==> src/ihc_pkg.sv <==
// Shared types and constants for the IPv4 receive header checker.
`default_nettype none
package ihc_pkg;

   localparam logic [15:0] MAX_FRAME_BYTES = 16'hFFFF;
   localparam int          FIFO_DEPTH      = 2;
   localparam int          FIFO_PTR_W      = $clog2(FIFO_DEPTH);
   localparam int          FIFO_CNT_W      = $clog2(FIFO_DEPTH + 1);
   localparam int          RSP_DATA_W      = 104;

   localparam logic [3:0]  IP_VERSION      = 4'd4;
   localparam logic [3:0]  MIN_IHL         = 4'd5;
   localparam logic [15:0] MIN_PACKET      = 16'd20;

   localparam logic [7:0]  PROTO_TCP       = 8'd6;
   localparam logic [7:0]  PROTO_UDP       = 8'd17;
   localparam logic [7:0]  PROTO_ICMP      = 8'd1;

   // Byte offsets inside the header.
   localparam logic [15:0] POS_VER_IHL     = 16'd0;
   localparam logic [15:0] POS_LEN_HI      = 16'd2;
   localparam logic [15:0] POS_LEN_LO      = 16'd3;
   localparam logic [15:0] POS_PROTO       = 16'd9;
   localparam logic [15:0] POS_CSUM_LO     = 16'd11;
   localparam logic [15:0] POS_SRC0        = 16'd12;
   localparam logic [15:0] POS_SRC3        = 16'd15;
   localparam logic [15:0] POS_DST0        = 16'd16;
   localparam logic [15:0] POS_DST3        = 16'd19;

   typedef enum logic [2:0] {
      ST_ACCEPT     = 3'd0,
      ST_TOO_SHORT  = 3'd1,
      ST_BAD_VER    = 3'd2,
      ST_SHORT_HDR  = 3'd3,
      ST_BAD_CSUM   = 3'd4,
      ST_BAD_LENGTH = 3'd5,
      ST_NOT_OURS   = 3'd6
   } ihc_status_type;

   typedef enum logic [1:0] {
      PC_TCP   = 2'd0,
      PC_UDP   = 2'd1,
      PC_ICMP  = 2'd2,
      PC_OTHER = 2'd3
   } ihc_class_type;

   // Header facts handed from the parser to the verdict stage.
   typedef struct packed {
      logic [15:0] rx_len;
      logic [3:0]  version;
      logic [3:0]  ihl;
      logic [15:0] tot_length;
      logic [7:0]  protocol;
      logic [31:0] src;
      logic [31:0] dst;
      logic [16:0] sum;
      logic [15:0] checksum;
   } ihc_rec_type;

   typedef struct packed {
      logic full;
      logic empty;
   } ihc_fifo_status_type;

endpackage
`default_nettype wire

==> src/ipv4_rx_header_check.sv <==
// IPv4 receive header checker, top level.
//
// The req channel takes one packet byte per word in wire order, starting at
// the IPv4 header, with req_tlast on the final byte. A new byte is taken in
// every cycle while req_tready is high. For each packet one verdict word
// leaves on the rsp channel: status, protocol class, protocol byte,
// addresses, header and payload size. Non-final bytes produce nothing. The
// csr channel writes the local address (host order); it is always ready.
// The user must see that it is only written while no packet is in flight;
// the block does not enforce this. Parsed headers wait in a two-entry queue
// in front of the verdict register. When the receiver holds off rsp_tready
// the queue fills, and req_tready drops only once two parsed headers wait
// behind the held verdict, so short stalls cost no input cycles. Throughput
// is one byte per clock while req_tready is high, set by the parser's per-byte
// capture and checksum add; verdicts drain at one per clock while rsp_tready
// is high. Synchronous reset clears the byte counter, checksum, captured
// fields, queue and local address; the rsp channel comes out of reset empty.
`default_nettype none
module ipv4_rx_header_check
   import ihc_pkg::*;
(
   input  wire logic                  clock,
   input  wire logic                  reset,
   input  wire logic                  req_tvalid,
   output logic                       req_tready,
   input  wire logic [7:0]            req_tdata,   // [7:0] byte_value
   input  wire logic                  req_tlast,   // last_byte
   output logic                       rsp_tvalid,
   input  wire logic                  rsp_tready,
   // [2:0] status, [4:3] proto_class, [12:5] protocol_number,
   // [44:13] source_addr, [76:45] dest_addr, [82:77] header_bytes,
   // [98:83] payload_bytes, [103:99] zero
   output logic [RSP_DATA_W-1:0]      rsp_tdata,
   input  wire logic                  csr_valid,
   output logic                       csr_ready,
   input  wire logic [31:0]           csr_data    // local_addr
);

   ihc_fifo_status_type fifo_status;
   ihc_rec_type         push_rec;
   ihc_rec_type         head_rec;
   logic                rec_push;
   logic                rec_pop;

   ihc_front u_front (
      .clock       (clock),
      .reset       (reset),
      .req_tvalid  (req_tvalid),
      .req_tready  (req_tready),
      .req_tdata   (req_tdata),
      .req_tlast   (req_tlast),
      .fifo_status (fifo_status),
      .rec_push    (rec_push),
      .rec_data    (push_rec)
   );

   ihc_fifo u_fifo (
      .clock     (clock),
      .reset     (reset),
      .push      (rec_push),
      .push_data (push_rec),
      .pop       (rec_pop),
      .head_data (head_rec),
      .status    (fifo_status)
   );

   ihc_back u_back (
      .clock       (clock),
      .reset       (reset),
      .csr_valid   (csr_valid),
      .csr_ready   (csr_ready),
      .csr_data    (csr_data),
      .fifo_status (fifo_status),
      .rec         (head_rec),
      .rec_pop     (rec_pop),
      .rsp_tvalid  (rsp_tvalid),
      .rsp_tready  (rsp_tready),
      .rsp_tdata   (rsp_tdata)
   );

`ifndef SYNTHESIS
   // A parsed header is never offered to a full queue.
   assert property (@(posedge clock) disable iff (reset)
      rec_push |-> !fifo_status.full)
      else $error("header record pushed into full queue");

   // A pop always loads the verdict register.
   assert property (@(posedge clock) disable iff (reset)
      rec_pop |=> rsp_tvalid)
      else $error("popped record did not reach the verdict register");

   // Rejected packets never report a payload size.
   assert property (@(posedge clock) disable iff (reset)
      rsp_tvalid && rsp_tdata[2:0] != ST_ACCEPT |-> rsp_tdata[98:83] == 16'd0)
      else $error("payload size reported on a rejected packet");

   // Runt packets carry no header facts.
   assert property (@(posedge clock) disable iff (reset)
      rsp_tvalid && rsp_tdata[2:0] == ST_TOO_SHORT |->
         rsp_tdata[4:3] == PC_OTHER && rsp_tdata[82:5] == '0)
      else $error("runt packet verdict carries header fields");
`endif

endmodule
`default_nettype wire

==> src/ihc_front.sv <==
// Byte parser: captures header fields and folds the header checksum.
`default_nettype none
module ihc_front
   import ihc_pkg::*;
(
   input  wire logic                clock,
   input  wire logic                reset,
   input  wire logic                req_tvalid,
   output logic                     req_tready,
   input  wire logic [7:0]          req_tdata,
   input  wire logic                req_tlast,
   input  wire ihc_fifo_status_type fifo_status,
   output logic                     rec_push,
   output ihc_rec_type              rec_data
);

   logic [15:0] byte_count_ff, byte_count_in;
   logic [7:0]  word_high_ff, word_high_in;
   logic [16:0] sum_ff, sum_in;
   logic [15:0] checksum_ff, checksum_in;
   logic [3:0]  version_ff, version_in;
   logic [3:0]  ihl_ff, ihl_in;
   logic [15:0] tot_length_ff, tot_length_in;
   logic [7:0]  protocol_ff, protocol_in;
   logic [31:0] src_ff, src_in;
   logic [31:0] dst_ff, dst_in;

   logic [15:0] word;
   logic [16:0] raw_sum;
   logic [16:0] folded_sum;
   logic [15:0] hdr_len;

   assign req_tready = !fifo_status.full;
   assign word       = {word_high_ff, req_tdata};
   assign raw_sum    = sum_ff + {1'b0, word};
   assign folded_sum = {1'b0, raw_sum[15:0]} + {16'd0, raw_sum[16]};
   assign hdr_len    = {10'd0, ihl_ff, 2'b00};

   always_comb begin
      byte_count_in = byte_count_ff;
      word_high_in  = word_high_ff;
      sum_in        = sum_ff;
      checksum_in   = checksum_ff;
      version_in    = version_ff;
      ihl_in        = ihl_ff;
      tot_length_in = tot_length_ff;
      protocol_in   = protocol_ff;
      src_in        = src_ff;
      dst_in        = dst_ff;
      rec_push      = 1'b0;
      rec_data      = '0;

      if (req_tvalid && req_tready) begin
         // Bytes past the saturation point are neither captured nor summed.
         if (byte_count_ff < MAX_FRAME_BYTES) begin
            byte_count_in = byte_count_ff + 16'd1;
            unique case (byte_count_ff) inside
               POS_VER_IHL: begin
                  version_in = req_tdata[7:4];
                  ihl_in     = req_tdata[3:0];
               end
               POS_LEN_HI: tot_length_in = {req_tdata, tot_length_ff[7:0]};
               POS_LEN_LO: tot_length_in = {tot_length_ff[15:8], req_tdata};
               POS_PROTO:  protocol_in   = req_tdata;
               [POS_SRC0:POS_SRC3]: src_in = {src_ff[23:0], req_tdata};
               [POS_DST0:POS_DST3]: dst_in = {dst_ff[23:0], req_tdata};
               default: ;
            endcase
            if (!byte_count_ff[0]) begin
               word_high_in = req_tdata;
            end else if (byte_count_ff == POS_CSUM_LO) begin
               checksum_in = word;
            end else if (byte_count_ff < hdr_len) begin
               sum_in = folded_sum;
            end
         end

         if (req_tlast) begin
            rec_push            = 1'b1;
            rec_data.rx_len     = byte_count_in;
            rec_data.version    = version_in;
            rec_data.ihl        = ihl_in;
            rec_data.tot_length = tot_length_in;
            rec_data.protocol   = protocol_in;
            rec_data.src        = src_in;
            rec_data.dst        = dst_in;
            rec_data.sum        = sum_in;
            rec_data.checksum   = checksum_in;
            byte_count_in       = '0;
            word_high_in        = '0;
            sum_in              = '0;
         end
      end
   end

   always_ff @(posedge clock) begin
      if (reset) begin
         byte_count_ff <= '0;
         word_high_ff  <= '0;
         sum_ff        <= '0;
         checksum_ff   <= '0;
         version_ff    <= '0;
         ihl_ff        <= '0;
         tot_length_ff <= '0;
         protocol_ff   <= '0;
         src_ff        <= '0;
         dst_ff        <= '0;
      end else begin
         byte_count_ff <= byte_count_in;
         word_high_ff  <= word_high_in;
         sum_ff        <= sum_in;
         checksum_ff   <= checksum_in;
         version_ff    <= version_in;
         ihl_ff        <= ihl_in;
         tot_length_ff <= tot_length_in;
         protocol_ff   <= protocol_in;
         src_ff        <= src_in;
         dst_ff        <= dst_in;
      end
   end

endmodule
`default_nettype wire

==> src/ihc_fifo.sv <==
// Short queue of parsed header records between parser and verdict stage.
`default_nettype none
module ihc_fifo
   import ihc_pkg::*;
(
   input  wire logic          clock,
   input  wire logic          reset,
   input  wire logic          push,
   input  wire ihc_rec_type   push_data,
   input  wire logic          pop,
   output ihc_rec_type        head_data,
   output ihc_fifo_status_type status
);

   ihc_rec_type             entry_ff [FIFO_DEPTH];
   logic [FIFO_PTR_W-1:0]   wr_ptr_ff, wr_ptr_in;
   logic [FIFO_PTR_W-1:0]   rd_ptr_ff, rd_ptr_in;
   logic [FIFO_CNT_W-1:0]   count_ff, count_in;
   logic                    do_push;
   logic                    do_pop;

   assign status.full  = (count_ff == FIFO_CNT_W'(FIFO_DEPTH));
   assign status.empty = (count_ff == '0);
   assign do_push      = push && !status.full;
   assign do_pop       = pop && !status.empty;
   assign head_data    = entry_ff[rd_ptr_ff];

   always_comb begin
      wr_ptr_in = wr_ptr_ff;
      rd_ptr_in = rd_ptr_ff;
      count_in  = count_ff;
      if (do_push) begin
         wr_ptr_in = (wr_ptr_ff == FIFO_PTR_W'(FIFO_DEPTH - 1)) ? '0 : wr_ptr_ff + 1'b1;
      end
      if (do_pop) begin
         rd_ptr_in = (rd_ptr_ff == FIFO_PTR_W'(FIFO_DEPTH - 1)) ? '0 : rd_ptr_ff + 1'b1;
      end
      if (do_push && !do_pop) begin
         count_in = count_ff + 1'b1;
      end else if (do_pop && !do_push) begin
         count_in = count_ff - 1'b1;
      end
   end

   always_ff @(posedge clock) begin
      if (reset) begin
         wr_ptr_ff <= '0;
         rd_ptr_ff <= '0;
         count_ff  <= '0;
      end else begin
         wr_ptr_ff <= wr_ptr_in;
         rd_ptr_ff <= rd_ptr_in;
         count_ff  <= count_in;
      end
   end

   always_ff @(posedge clock) begin
      if (do_push) begin
         entry_ff[wr_ptr_ff] <= push_data;
      end
   end

endmodule
`default_nettype wire

==> src/ihc_back.sv <==
// Verdict stage: runs the ordered header checks and holds the result word.
`default_nettype none
module ihc_back
   import ihc_pkg::*;
(
   input  wire logic                  clock,
   input  wire logic                  reset,
   input  wire logic                  csr_valid,
   output logic                       csr_ready,
   input  wire logic [31:0]           csr_data,
   input  wire ihc_fifo_status_type   fifo_status,
   input  wire ihc_rec_type           rec,
   output logic                       rec_pop,
   output logic                       rsp_tvalid,
   input  wire logic                  rsp_tready,
   output logic [RSP_DATA_W-1:0]      rsp_tdata
);

   logic [31:0]           local_addr_ff;
   logic                  rsp_valid_ff, rsp_valid_in;
   logic [RSP_DATA_W-1:0] rsp_data_ff, rsp_data_in;

   ihc_status_type status;
   ihc_class_type  pclass;
   logic [15:0]    hdr_len;
   logic [15:0]    payload;
   logic [5:0]     hdr_bytes;

   assign csr_ready  = 1'b1;
   assign rsp_tvalid = rsp_valid_ff;
   assign rsp_tdata  = rsp_data_ff;
   assign rec_pop    = !fifo_status.empty && (!rsp_valid_ff || rsp_tready);
   assign hdr_bytes  = {rec.ihl, 2'b00};
   assign hdr_len    = {10'd0, hdr_bytes};

   always_comb begin
      if (rec.rx_len < MIN_PACKET) begin
         status = ST_TOO_SHORT;
      end else if (rec.version != IP_VERSION || rec.ihl < MIN_IHL) begin
         status = ST_BAD_VER;
      end else if (rec.rx_len < hdr_len) begin
         status = ST_SHORT_HDR;
      end else if (~rec.sum[15:0] != rec.checksum) begin
         status = ST_BAD_CSUM;
      end else if (rec.tot_length < hdr_len || rec.tot_length > rec.rx_len) begin
         status = ST_BAD_LENGTH;
      end else if (rec.dst != local_addr_ff) begin
         status = ST_NOT_OURS;
      end else begin
         status = ST_ACCEPT;
      end
   end

   always_comb begin
      unique case (rec.protocol)
         PROTO_TCP:  pclass = PC_TCP;
         PROTO_UDP:  pclass = PC_UDP;
         PROTO_ICMP: pclass = PC_ICMP;
         default:    pclass = PC_OTHER;
      endcase
   end

   assign payload = (status == ST_ACCEPT) ? rec.tot_length - hdr_len : 16'd0;

   always_comb begin
      rsp_valid_in = rsp_valid_ff;
      rsp_data_in  = rsp_data_ff;
      if (rsp_valid_ff && rsp_tready) begin
         rsp_valid_in = 1'b0;
      end
      if (rec_pop) begin
         rsp_valid_in = 1'b1;
         // A runt packet reports no header facts at all.
         if (status == ST_TOO_SHORT) begin
            rsp_data_in = {5'd0, 16'd0, 6'd0, 32'd0, 32'd0, 8'd0, PC_OTHER, status};
         end else begin
            rsp_data_in = {5'd0, payload, hdr_bytes, rec.dst, rec.src, rec.protocol,
                           pclass, status};
         end
      end
   end

   always_ff @(posedge clock) begin
      if (reset) begin
         local_addr_ff <= '0;
         rsp_valid_ff  <= 1'b0;
      end else begin
         if (csr_valid && csr_ready) begin
            local_addr_ff <= csr_data;
         end
         rsp_valid_ff <= rsp_valid_in;
      end
   end

   always_ff @(posedge clock) begin
      rsp_data_ff <= rsp_data_in;
   end

endmodule
`default_nettype wire

==> config.mk <==
export PLATFORM = sky130hd
export DESIGN_NAME = ipv4_rx_header_check
export DESIGN_NICKNAME = d
export VERILOG_FILES = /design/src/ihc_pkg.sv /design/src/ipv4_rx_header_check.sv /design/src/ihc_front.sv /design/src/ihc_fifo.sv /design/src/ihc_back.sv
export SDC_FILE = /design/constraint.sdc
export NUM_CORES = 1
export LEC_CHECK = 0
export BUFFER_PORTS_ARGS = -buffer_cell sky130_fd_sc_hd__buf_2
export CAP_MARGIN = 20
export CORE_UTILIZATION = 25
export DETAILED_ROUTE_END_ITERATION = 6
export SYNTH_ARGS = -nofsm -noshare
export SYNTH_HDL_FRONTEND = slang
export SYNTH_SLANG_ARGS = --single-unit
==> constraint.sdc <==
create_clock -name clock -period 13.35 [get_ports clock]
set_clock_uncertainty 0.05 [all_clocks]
set_input_delay 0 -clock clock [delete_from_list [all_inputs] [get_ports clock]]
set_output_delay 0 -clock clock [all_outputs]
set_load 0.02 [all_outputs]
# Word level (Yosys, flattened, before mapping)
# Memories as Yosys holds them, arrays and structs flattened. A register that Yosys moved wholly into a read port is not among the register bits.
# Index checks and enable logic that the tools add are counted.
dict set report totals {
  ff_bits 294
  ram_bits 290
  out_inout_bits 107
  elab_cells 124
  memories 1
}
# memory depth width rd rd_clocked_by_memory_dff write_ports line_no
set mem_list {}
lappend mem_list {u_fifo.entry_ff 2 145 1 1 1 ihc_fifo.sv:15} ;# ihc_rec_type entry_ff [FIFO_DEPTH];
dict set report classes {
  add_sub_neg 8
  order_cmp 11
  n_eq_ne 13
  mux 46
  bitwise 2
  n_reduce_logical 25
}
# op count
set op_table {}
lappend op_table {{2-to-1 mux 145 bit} 2}
lappend op_table {{2-to-1 mux 32 bit} 4}
lappend op_table {{2-to-1 mux 16 bit} 6}
lappend op_table {{2-to-1 mux 17 bit} 5}
lappend op_table {{< comparator 16 x 6 -> 1 bit} 3}
lappend op_table {{2-to-1 mux 8 bit} 5}
lappend op_table {{equality test 16 x 2 -> 1 bit (second input constant)} 2}
lappend op_table {{equality test 16 x 4 -> 1 bit (second input constant)} 2}
lappend op_table {{inequality test 32 bit} 1}
lappend op_table {{case mux 16 bit (2 select lines)} 1}
lappend op_table {{2-to-1 mux 3 bit} 6}
lappend op_table {{adder 16 x 1 -> 17 bit} 1}
lappend op_table {{adder 17 x 16 -> 17 bit} 1}
lappend op_table {{adder 16 x 1 -> 16 bit (second input constant)} 1}
lappend op_table {{>= comparator 16 x 4 -> 1 bit (second input constant)} 1}
lappend op_table {{>= comparator 16 x 5 -> 1 bit (second input constant)} 1}
lappend op_table {{greater-than comparator 16 bit} 1}
lappend op_table {{less-or-equal comparator 16 x 4 -> 1 bit (second input constant)} 1}
lappend op_table {{less-or-equal comparator 16 x 5 -> 1 bit (second input constant)} 1}
lappend op_table {{logical NOT 16 bit} 1}
lappend op_table {{< comparator 16 bit (second input constant)} 1}
lappend op_table {{< comparator 16 x 5 -> 1 bit (second input constant)} 1}
lappend op_table {{2-to-1 mux 4 bit} 4}
lappend op_table {{inequality test 16 bit} 1}
lappend op_table {{25 further kinds} 52}

# Logic depth before layout (Yosys ltp)
# Gate-level depths: netlist (run 1).
dict set report logic_depth {
  ltp_word 10
  depth_mapped 19
  ltp_nobuf 17
}

# By module
# Synthesis (run 1) repeated with hierarchy kept, for this count alone.
dict set report hier_totals {
  hier_cells 2333
  area_unflattened_um2 26352.8
}
# module instances cells_each area_each_um2 seq_area_each_um2
set by_module_without_submodules {}
lappend by_module_without_submodules {ihc_fifo 1 476 10870.4 8808.4}
lappend by_module_without_submodules {ihc_front 1 1327 9248.9 3062.9}
lappend by_module_without_submodules {ihc_back 1 530 6233.5 3573.4}

# Worst setup path before layout (run 1)
# OpenSTA, ideal clock, no wires.
dict set report synth_path {
  path_kind {reg2reg}
  start {register u_fifo.count_ff[0]}
  end {memory u_fifo.entry_ff[0][0] (netlist bit) (enable)}
  setup_time_ns 0.650
  t_arrival_ns 7.407
  required_time_ns 12.650
  setup_slack_ns 5.243
  path_stages_with_launch 7
  n_path_buf 2
  path_cell_list {dfxtp_1 -> nand2b_1 -> and2_1 -> nand2_1 -> clkbuf_1 -> buf_1 -> nor2_1}
}
dict set report synth_between {
  elab_chain_len 7
}
# element line_no
set synth_lines {}
lappend synth_lines {{start: declaration} ihc_fifo.sv:18} ;# logic [FIFO_CNT_W-1:0] count_ff, count_in;
lappend synth_lines {{start signal: assignment} ihc_fifo.sv:53} ;# count_ff <= count_in;
lappend synth_lines {{equality test 2 bit (*)} ihc_fifo.sv:22} ;# assign status.full = (count_ff == FIFO_CNT_W'(FIFO_DEPTH));
lappend synth_lines {{logical NOT 1 bit (*)} ihc_front.sv:33} ;# assign req_tready = !fifo_status.full;
lappend synth_lines {{named net req_tready} ipv4_rx_header_check.sv:25} ;# output logic req_tready,
lappend synth_lines {{logical AND 1 bit} ihc_front.sv:53} ;# if (req_tvalid && req_tready) begin
lappend synth_lines {{2-to-1 mux 1 bit} ihc_front.sv:53}
lappend synth_lines {{logical AND 1 bit (*)} ihc_fifo.sv:24} ;# assign do_push = push && !status.full;
lappend synth_lines {{2-to-1 mux 1 bit (*)} ihc_fifo.sv:58} ;# if (do_push) begin
lappend synth_lines {{2-to-1 mux 1 bit (not written as such) (*)} ihc_fifo.sv:59} ;# entry_ff[wr_ptr_ff] <= push_data;
lappend synth_lines {{end: declaration} ihc_fifo.sv:15}
# The timed path passes the listed nets; every way through them passes the cells marked *.

==> results.sh, run 1 <==
export IMPL_status="completed"
export IMPL_worstPathArrival_ns=5.01
export IMPL_pin_count=153
export IMPL_numCtsBuffers=59
export IMPL_rsz0062_at_grt="false"
export IMPL_clk_latency_ns=0.62
export IMPL_postSynth_asyncResetShare_pct=0
export IMPL_p_per_area_nw_per_um2=162
export IMPL_start_util_pct=25.2
export IMPL_synth_main_ff_cell="edfxtp_1"
export IMPL_finalCriticalPeriod_ns=4.60
export IMPL_critPathKind="reg -> reg"
export IMPL_worstRegToRegCells=11
export IMPL_yosysTopAreaCell="edfxtp_1"
export IMPL_clock_sinks=576
export IMPL_timing_hold_violations_final=0
export IMPL_fin_tns_setup_ns=0
export IMPL_wl_per_cell_um=16.7
export IMPL_use_met2_pct=20.1
export IMPL_nFillCells=10336
export IMPL_worstHoldStart="csr_valid"
export IMPL_io_buffers=144
export IMPL_hpwlAfterDp_um=41500
export IMPL_layout_commonest_cell="edfxtp_1"
export IMPL_postRouteAntennaNets=0
export IMPL_nets=2524
export IMPL_synth_seq_cells=576
export IMPL_netlist_instances=2288
export IMPL_max_freq_ghz=0.217
export IMPL_grtUsageMet1_pct=16.0
export IMPL_die_height_um=322
export IMPL_grt_busiest_layer="met2"
export IMPL_drive_above_1_share_pct=13.7
export IMPL_viasPerCell=4.48
export IMPL_drt_iter0_markers=1144
export IMPL_power_leakage_uw=0.0102
export IMPL_place_gp_congestion=0.809
export IMPL_totalWireLength_um=64300
export IMPL_diodes=0
export IMPL_max_clock_path_buffers=3
export IMPL_grt_ovfl_total=0
export IMPL_synth_area_per_cell_um2=11.2
export IMPL_placementRows=117
export IMPL_htree_levels=2
export IMPL_drc_errors=0
export IMPL_ff_latch_area_um2=15400
export IMPL_final_cells=3845
export IMPL_crit_path_start_kind="register"
export IMPL_multi_input_area_um2=9510
export IMPL_grt_use_total_pct=12.0
export IMPL_setup_violations=0
export IMPL_yosys_warnings=0
export IMPL_layout_common_cells="edfxtp_1, nand2_1, nor2_1"
export IMPL_ys_top_cells_by_area="edfxtp_1, dfxtp_1, mux2i_1"
export IMPL_cts_root_buf="clkbuf_16"
export IMPL_min_path_cells=3
export IMPL_clk_pin_slew_worst_paths_ns=0.06
export IMPL_power_uw=4870
export IMPL_die_area_um2=104000
export IMPL_die_w_um=322
export IMPL_hp_class="in -> reg"
export IMPL_area_growth_pct=17.2
export IMPL_synth_top_area_share_pct=45.1
export IMPL_vdd_ir_drop_worst_v=0.0000925
export IMPL_synth_cell_types=92
export IMPL_synth_edf_count=385
export IMPL_slew_violations=0
export IMPL_rr_endpoint="u_back.rsp_tdata[93]"
export IMPL_vias=17224
export IMPL_relSlewSlack_pct=32.6
export IMPL_grt_pass1_wl_um=97400
export IMPL_worst_path_max_fanout=43
export IMPL_core_area_um2=102000
export IMPL_tightest_slew_ns=1.01
export IMPL_cts_tree="yes"
export IMPL_cap_violations=0
export IMPL_grt_max_degree=108
export IMPL_seq_area_frac_synth_pct=60.0
export IMPL_grt_pass1_vias=16349
export IMPL_drtPass1Iterations=5
export IMPL_whs_endpoint="u_back.local_addr_ff[17]"
export IMPL_ff2ff_setup_slack_ns=8.75
export IMPL_grt_use_met3_pct=1.98
export IMPL_end_kind="register"
export IMPL_synth_cell_area_um2=25600
export IMPL_required_ns=13.76
export IMPL_period_share_pct=34.5
export IMPL_dp_cells=3688
export IMPL_antenna_found_initial=1
## timing repair
item,in CTS,in global routing
gates resized for setup,0,0
hold endpoints to repair,189,0
hold buffers,45,0
buffers inserted,0,0
## metal layers
layer	share of wire, %	up-vias
met4	2.2	0
met2	48	374
met5	0	-
met3	4.7	86
li1	-	8399
met1	45	8365
## critical path, cell delays in order, from the launching register on
cell	delay, ns
dfxtp_4	0.84
buf_4	0.62
mux2i_1	0.36
inv_1	0.08
ha_1	0.30
nand2_1	0.07
or4_1	0.57
nor3_2	0.26
nor2_1	0.09
nor4_1	0.48
nand3_2	0.42
a21oi_1	0.24
## logic make-up (layout without fill, tap and decap cells)
group           count (synthesis)  after routing  share of synthesized area [%]
compound gates                390            390                           9.44
xor+xnor                      109            109                           3.83
fa+ha+maj                      51             51                           2.55
buf+inv                       166            349                           3.11
flops                         576            576                           60.0
mux                           167            167                           6.59
other cells                     2              8                         0.0293
simple gates                  827            827                           14.4
## worst max-delay path by stage
stage	from	to	cells after the start
6_report	register	u_back.rsp_tdata[93]	11
5_1_grt	register	u_back.rsp_tdata[93]	11
4_1_cts	register	u_back.rsp_tdata[93]	11
3_5_place_dp	register	u_back.rsp_tdata[93]	11
3_3_place_gp	register	u_back.rsp_tdata[95]	11
2_1_floorplan	u_fifo.count_ff[0]	u_fifo.entry_ff[0][0]	6
## power by group
| part | leakage, uW | internal [uW] | total [uW] | switching, uW |
|---|---|---|---|---|
| clock | 0.000938 | 931 | 1620 | 692 |
| sequential | 0.00515 | 2170 | 2280 | 109 |
| combinational | 0.00413 | 316 | 963 | 646 |
## flip-flops by register name (all words and copies together), names as in the netlist, 2 cells and up, named ones only
name / cells
u_front.sum_ff: 17
u_front.src_ff: 32
u_fifo.entry_ff: 288
u_front.byte_count_ff: 16
u_back.rsp_tdata: 97
u_fifo.count_ff: 2
u_back.local_addr_ff: 32
u_front.ihl_ff: 4
u_front.checksum_ff: 16
u_front.version_ff: 4
u_front.word_high_ff: 8
u_front.tot_length_ff: 16
u_front.protocol_ff: 8
u_front.dst_ff: 32
## per-stage QoR
| step | hold WS (ns) | setup slack, ns | instance area [um^2] | utilization, % |
|---|---|---|---|---|
| floorplan | 0.0972 | 5.24 | 25700 | - |
| global placement | 0.187 | 8.83 | 27600 | 27.1 |
| detailed placement | 0.195 | 8.71 | 27600 | 27.1 |
| CTS | 0.0557 | 8.73 | 30000 | 29.5 |
| global route | 0.101 | 8.37 | 30000 | 29.5 |
| finish | 0.0854 | 8.75 | 30000 | 29.5 |
## cell usage after synthesis (all sizes together) (8+ instances only)
| cell | instances |
|---|---|
| nand2b | 11 |
| a22oi | 51 |
| dfxtp | 191 |
| and3 | 17 |
| or3 | 11 |
| a21oi | 220 |
| edfxtp | 385 |
| inv | 25 |
| nand3 | 34 |
| mux2i | 153 |
| xor2 | 34 |
| nor2 | 263 |
| buf | 52 |
| and2 | 8 |
| a31oi | 9 |
| nand4 | 14 |
| nand2 | 381 |
| nor4 | 24 |
| o21ai | 43 |
| a21o | 18 |
| nor3 | 32 |
| mux2 | 14 |
| clkbuf | 88 |
| xnor2 | 75 |
| ha | 49 |
## cell type report
cell class | count | area share (%)
flip-flops and latches | 576 | 51.3
multi-input cells | 1552 | 31.7
clock buffers | 89 | 5.85
well taps | 1368 | 5.70
repair buffers | 212 | 4.63
clock inverters | 22 | 0.583
inverters | 26 | 0.333
Note: power is estimated with default switching activity, not from simulation.
==> run 2: changes to the inputs <==
clock period = 3.92 ns   (was 13.35 ns; I/O delays follow)
==> results.sh, run 2 (synthesized netlist as in run 1, its figures left out) <==
export IMPL_rsz0062_at_grt="true"
export IMPL_grt_ovfl_total=0
export IMPL_nets=2573
export IMPL_antenna_found_initial=1
export IMPL_worst_path_max_fanout=5
export IMPL_largest_register="u_fifo.entry_ff"
export IMPL_switchingPower_uw=5160
export IMPL_vdd_ir_drop_worst_v=0.000396
export IMPL_hp_class="in -> reg"
export IMPL_numCtsBuffers=58
export IMPL_multi_input_area_um2=9600
export IMPL_period_share_pct=94.7
export IMPL_drive_above_1_share_pct=16.5
export IMPL_drc_errors=0
export IMPL_io_buffers=144
export IMPL_largest_register_ffs=288
export IMPL_tightest_slew_ns=1.01
export IMPL_critPathKind="reg -> reg"
export IMPL_power_uw=17600
export IMPL_start_util_pct=25.2
export IMPL_clk_latency_ns=0.65
export IMPL_r2r_start="u_front.sum_ff[0]"
export IMPL_place_ws_ns=-0.0770
export IMPL_place_gp_congestion=0.813
export IMPL_status="completed"
export IMPL_grt_pass1_wl_um=99500
export IMPL_crit_path_start_kind="register"
export IMPL_cts_root_buf="clkbuf_16"
export IMPL_viasPerCell=4.48
export IMPL_clk_pin_slew_worst_paths_ns=0.06
export IMPL_crit_start="u_front.sum_ff[0]"
export IMPL_sw_frac_of_total_pct=29.3
export IMPL_grt_pass1_vias=16763
export IMPL_ff_latch_area_um2=15400
export IMPL_placementRows=117
export IMPL_p_per_area_nw_per_um2=570
export IMPL_layout_common_cells="edfxtp_1, nand2_1, nor2_1"
export IMPL_cap_violations=0
export IMPL_relSlewSlack_pct=32.4
export IMPL_grt_max_degree=111
export IMPL_grt_use_total_pct=12.3
export IMPL_pin_count=153
export IMPL_seq_power_share_pct=44.1
export IMPL_die_w_um=322
export IMPL_required_ns=4.22
export IMPL_totalWireLength_um=65700
export IMPL_worst_slack_ns=0.209
export IMPL_worstPathArrival_ns=4.02
export IMPL_utilization_pct=30.4
export IMPL_clock_sinks=576
export IMPL_setup_violations=0
export IMPL_vias=17448
export IMPL_finalCriticalPeriod_ns=3.71
export IMPL_rr_endpoint="u_fifo.entry_ff[0][28]"
export IMPL_worstHoldStart="csr_valid"
export IMPL_die_area_um2=104000
export IMPL_worstRegToRegCells=20
export IMPL_p_clk_share_pct=36.5
export IMPL_drtPass1Iterations=5
export IMPL_slew_violations=0
export IMPL_wl_per_cell_um=16.9
export IMPL_htree_levels=2
export IMPL_power_leakage_uw=0.0106
export IMPL_area_growth_pct=20.5
export IMPL_nFillCells=10277
export IMPL_intPower_uw=12400
export IMPL_postRouteAntennaNets=0
export IMPL_max_freq_ghz=0.269
export IMPL_power_frac_comb_pct=19.4
export IMPL_hpwlAfterDp_um=42800
export IMPL_end_kind="register"
export IMPL_endpoint="u_fifo.entry_ff[0][28]"
export IMPL_ff2ff_setup_slack_ns=0.21
export IMPL_drt_iter0_markers=1276
export IMPL_core_area_um2=102000
export IMPL_max_clock_path_buffers=3
export IMPL_die_height_um=322
export IMPL_timing_hold_violations_final=0
export IMPL_cts_tree="yes"
export IMPL_layout_commonest_cell="edfxtp_1"
[run 2: cell count changes in the layout (fill, tap and decap cells not counted), sizes merged]
cell and change:
dlygate4sd3 -1, clkbuf -17, diode +2, clkinvlp -1, clkinv -3, bufinv +14
inv +5, buf +51
[run 2: through the flow]
step | hold WS [ns] | setup TNS, ns | instance area (um^2) | instances
detailed placement | 0.201 | -0.433 | 28100 | 3735
finish | 0.0666 | 0 | 30900 | 3895
global route | 0.0665 | -0.163 | 30900 | 3893
global placement | 0.190 | -0.128 | 28100 | 3735
floorplan | 0.0972 | 0 | 25700 | 2294
CTS | 0.0188 | 0 | 30800 | 3891
[run 2: layer usage]
metal  track usage (%)  vias up  wire length [um]
li1                  -     8489                 -
met1              16.1     8466             29400
met5                 0        -                 0
met3              1.67      102              2830
met4              4.06        0              1880
met2              20.7      391             31600
[run 2: worst min path at each step]
stage,end,slack [ns],cells after the start
after floorplan,u_back.local_addr_ff[0],0.1,2
after global placement,u_back.local_addr_ff[27],0.19,3
after detailed placement,u_back.local_addr_ff[12],0.20,3
after CTS,u_back.local_addr_ff[0],0.02,3
after global routing,u_back.local_addr_ff[12],0.07,3
final,u_back.local_addr_ff[13],0.07,3
[run 2: repair_timing]
action                                  CTS  global route
resized for setup                         7            12
pin swaps                                 7             5
hold endpoints to repair                191             0
hold buffers                             44             0
setup buffers                             3             3
endpoints found under the setup margin   11            33
[run 2: final cells by class]
cell class,instances,share of cell area (%)
antenna,2,0.0162
multi-input combinational,1552,31.1
tap,1368,5.54
sequential,576,49.8
clock buffer,72,5.13
inverter,26,0.324
timing repair buffer,262,5.93
clock inverter,37,2.16
[run 2: power groups by stage]
stage / logic [uW] / registers (uW) / clock network [uW]
2_1_floorplan: 1730 / 8330 / 0
3_3_place_gp: 3400 / 7920 / 0
3_5_place_dp: 3420 / 7910 / 0
4_1_cts: 3480 / 7790 / 6550
5_1_grt: 3710 / 7840 / 6760
6_report: 3420 / 7760 / 6420
[run 2: worst max-delay path, cell delays in order (launching register included)]
cell and delay (ns):
dfxtp_2 0.33, ha_4 0.16, fa_2 0.37, a211oi_4 0.26, o211ai_2 0.13, a31oi_2 0.20
nor2_1 0.08, o31ai_1 0.20, nand2b_1 0.10, a21oi_2 0.15, xnor2_1 0.08, ha_2 0.18
buf_4 0.14, ha_4 0.15, nand2_2 0.08, nor4_4 0.04, buf_4 0.18, buf_4 0.13
a211oi_2 0.19, nor2_1 0.08, nor3b_2 0.16
